`src/pdmmc_pkg.sv`:
```
// package for the per-device min/max/count statistics block
// holds table sizes, field widths, limit values and controller/datapath link types
// no dependencies
`timescale 1ns / 1ps

package pdmmc_pkg;

  // table and field sizes
  localparam int DEVICE_COUNT = 64;
  localparam int DEV_W        = $clog2(DEVICE_COUNT);
  localparam int VALUE_WIDTH  = 32;
  localparam int COUNT_W      = 32;

  // one table entry: count, min, max
  localparam int ENTRY_W = COUNT_W + 2 * VALUE_WIDTH;

  // stream payload widths (rounded up to whole bytes)
  localparam int IN_FIELDS_W  = DEV_W + VALUE_WIDTH;
  localparam int IN_DATA_W    = ((IN_FIELDS_W + 7) / 8) * 8;
  localparam int OUT_FIELDS_W = COUNT_W + 2 * VALUE_WIDTH;
  localparam int OUT_DATA_W   = ((OUT_FIELDS_W + 7) / 8) * 8;

  // limit values
  localparam logic [VALUE_WIDTH-1:0] VAL_LARGEST  = {1'b0, {(VALUE_WIDTH-1){1'b1}}};
  localparam logic [VALUE_WIDTH-1:0] VAL_SMALLEST = {1'b1, {(VALUE_WIDTH-1){1'b0}}};
  localparam logic [COUNT_W-1:0]     COUNT_MAX    = {COUNT_W{1'b1}};
  localparam logic [COUNT_W-1:0]     COUNT_ONE    = {{(COUNT_W-1){1'b0}}, 1'b1};

  // command codes
  localparam logic CMD_RECORD = 1'b0;
  localparam logic CMD_QUERY  = 1'b1;

  // controller to datapath commands
  typedef struct packed {
    logic load;    // capture the input transfer
    logic commit;  // write back the entry (records only) and load the result register
  } ctrl_cmd_t;

  // datapath to controller status
  typedef struct packed {
    logic out_free;  // result register can take a new result this cycle
  } dp_status_t;

endpackage

```
`src/pdmmc_ctrl.sv`:
```
// controller state machine for the statistics block
// sequences capture, table read and write-back; depends on pdmmc_pkg
`timescale 1ns / 1ps

module pdmmc_ctrl (
  input  logic                  clk,
  input  logic                  rst,
  input  logic                  s_tvalid,
  output logic                  s_tready,
  input  pdmmc_pkg::dp_status_t status,
  output pdmmc_pkg::ctrl_cmd_t  cmd
);
  import pdmmc_pkg::*;

  typedef enum logic [2:0] {
    S_IDLE   = 3'b001,
    S_READ   = 3'b010,
    S_UPDATE = 3'b100
  } state_t;

  state_t state;
  state_t state_next;

  // next state
  always_comb begin
    state_next = state;
    case (state)
      S_IDLE: begin
        if (s_tvalid) state_next = S_READ;
      end
      S_READ: begin
        state_next = S_UPDATE;
      end
      S_UPDATE: begin
        if (status.out_free) state_next = S_IDLE;
      end
      default: begin
        state_next = S_IDLE;
      end
    endcase
  end

  // state register
  always_ff @(posedge clk) begin
    if (rst) begin
      state <= S_IDLE;
    end else begin
      state <= state_next;
    end
  end

  // commands to the datapath
  assign s_tready   = (state == S_IDLE);
  assign cmd.load   = (state == S_IDLE) && s_tvalid;
  assign cmd.commit = (state == S_UPDATE) && status.out_free;

endmodule

```
`config.mk`:
```
export PLATFORM = sky130hd
export DESIGN_NAME = pdmmc_ctrl
export DESIGN_NICKNAME = d
export VERILOG_FILES = /design/src/pdmmc_pkg.sv /design/src/pdmmc_ctrl.sv
export SDC_FILE = /design/constraint.sdc
export NUM_CORES = 1
export LEC_CHECK = 0
export BUFFER_PORTS_ARGS = -buffer_cell sky130_fd_sc_hd__buf_4
export CELL_PAD_IN_SITES_DETAIL_PLACEMENT = 1
export CELL_PAD_IN_SITES_GLOBAL_PLACEMENT = 1
export CORE_AREA = 2 2 39 41
export DETAILED_ROUTE_END_ITERATION = 8
export DIE_AREA = 0 0 41 43
export PLACE_DENSITY_LB_ADDON = 0.1
export SLEW_MARGIN = 20
export SYNTH_ARGS = -nofsm -noshare
export SYNTH_HDL_FRONTEND = slang
export SYNTH_SLANG_ARGS = --single-unit
```
`constraint.sdc`:
```
create_clock -name clk -period 2.54 [get_ports clk]
set_input_delay 0.381 -clock clk [delete_from_list [all_inputs] [get_ports clk]]
set_output_delay 0.381 -clock clk [all_outputs]
set_load 0.02 [all_outputs]
```
==> flow_summary.ini <==
[global_routing]
overflow = 0
grt_antenna_before_repair = 0
grt_start_max_net_pins = 8
first_global_vias = 147
grt_pass1_wl_um = 669
grtUsageTotal = 0.0611

[synthesis]
synthAdderAreaFrac = 0
synthMuxAreaShare = 0
synth_edf_count = 0
synth_seq_cells = 3
ys_top_cells_by_area = dfxtp_1 (41%), nand4bb_1 (7.6%), nor4bb_1 (6.8%)
synth_cells = 14
synth_xor_area_frac = 0
synth_seq_area_share = 0.407
ys_types = 12
synth-main-ff-cell = dfxtp_1
syn_area_per_cell_um2 = 10.5
synthArstFlopShare = 0
synth_compound_area_frac = 0.110
netlist_area_um2 = 148
yosysTopAreaCellShare = 0.407
yosys.area_share.simple = 0.458
synth.most_common_cell = dfxtp_1
synth_warnings = 0
synthesis.nets = 18
synth_top_family_by_area = simple AND/OR/NAND/NOR gates
synthDominantAreaCellType = dfxtp_1

[sta]
slew_viol_final = 0
timing.fmax_mhz = 689
setup-tns-final_ns = 0
slew_headroom = 0.850
min_period_over_period = 0.571
hold_viol = 0
min_period_ns = 1.45
finalSetupViolCount = 0
grt_setup_unrepaired = no
fin_worst_skew_ns = 0.00496
worst_slew_pin_slew_ns = 0.222

[power_and_ir_drop]
swShare = 0.243
ir_worst_vdd_mv = 0.312
share_seq_of_total_power = 0.338
internal_power_mw = 0.121
clockPowerShare = 0.526
power_density_nw_per_um2 = 667
comb_power_share = 0.136
p_sw_mw = 0.0388
leakage_nw = 0.0932

[floorplan]
dieHeight_um = 43
fp.dieW_um = 41
die-area_um2 = 1760
ios = 7
start_util = 0.107
rows = 14
design.core.area_um2 = 1380

[route]
drt_wl_total_um = 409
drtIter0Drc = 0
drc = 0
vias = 148
post_drt_via_cell_ratio = 3.70
first_pass_iters = 1
antenna_left = 0
wl_per_cell_um = 10.2

[cells_and_area]
nFillCells = 166
multi_input_area_um2 = 83.8
num_antenna_cells = 0
fin_cells = 40
regMostFlops = state
largest_reg_flops = 3
drive_above_1_share = 0.417
largest_registers = state x3
seq_area_um2 = 60.1
area_growth_syn_to_layout_pct = 61.9
num-nets-final = 29

[setup_path]
crit_path_start_kind = register
end_kind = output pin
worstPathCellList = nand4bb_1 > inv_1 > buf_4
cp.arrival_ns = 1.07
cp.required_ns = 2.16
crit_type = reg2out
crit_fanout = 7
slowest_delay_ns = 0.42
slowest_stage = dfxtp_1

[hold_path]
hp-class = in2reg

[clock_network]
cts_max_level = 1
root_buffer = clkbuf_4
post_cts_buffers = 0
clockBufferDepth = 2
cts_tree = built
ctsResizeCount = 0
cts.clk_slew.worst_paths_ns = 0.04
clock_sinks = 3
worstSkewPairLatency_ns = 0.23
ctsHoldBuffers = 0
cts_buffers = 3

[place]
place_congestion = 0.681
placedCellCount = 36
port_buffers = 6

[flow_run]
drv_cap = 0

[run_status]
status = finished clean
[worst max-delay path, delay by kind of cell (launching register included)]
family | cells | cell delay, ns
buf+inv | 2 | 0.20
flops | 1 | 0.42
simple gates | 1 | 0.21
[cell usage in the layout, fill, tap and decap left out]
cell type / netlist / layout
a211oi_1: 1 / 1
a31o_1: 1 / 1
buf_4: 0 / 6
clkbuf_1: 0 / 1
clkbuf_4: 0 / 3
dfxtp_1: 3 / 3
inv_1: 1 / 1
nand4bb_1: 1 / 1
nor2_1: 1 / 1
nor3b_1: 1 / 1
nor4bb_1: 1 / 1
or2b_1: 1 / 1
or3b_1: 1 / 1
or3b_2: 1 / 1
or4b_1: 1 / 1
[layer usage]
metal	track usage	share of wire
met1	0.0669	0.40
met2	0.0750	0.48
met3	0.0681	0.12
met4	0.0200	0
met5	0	0
[through the flow]
step           utilization  worst slack [ns]  hold slack (ns)  power [mW]  instance area, um2
2_1_floorplan            -              1.06            0.453      0.0646                 148
3_3_place_gp         0.154              1.21            0.521      0.0770                 213
3_5_place_dp         0.154              1.25            0.534      0.0769                 213
4_1_cts              0.173              1.07            0.327       0.165                 239
5_1_grt              0.173             0.999            0.335       0.173                 239
6_report             0.173              1.09            0.332       0.159                 239
[power groups by stage]
stage / Clock, mW / Combinational [mW] / Sequential, mW
after detailed placement: 0 / 0.0222 / 0.0547
after floorplan: 0 / 0.0116 / 0.0530
final: 0.0838 / 0.0216 / 0.0539
after global placement: 0 / 0.0223 / 0.0547
after global routing: 0.0949 / 0.0234 / 0.0542
after CTS: 0.0886 / 0.0222 / 0.0539
[path summary, 6_finish.rpt]
check                start       end  slack, ns  cells after the start
setup / recovery  state[1]    cmd[1]       1.09                      3
hold / removal         rst  state[2]       0.33                      2
setup reg to reg  state[1]  state[0]       1.32                      2
hold reg to reg   state[0]  state[2]       0.53                      1
[logic make-up after synthesis]
group	count (synthesis)
compound gates	2
flops	3
buf+inv	1
simple gates	8
[final cells by class]
class / count / area share
flip-flops and latches: 3 / 0.251
inverters: 1 / 0.0157
clock buffers: 4 / 0.110
multi-input cells: 10 / 0.351
well taps: 16 / 0.0838
repair buffers: 6 / 0.188
(Power assumes the default switching activity.)
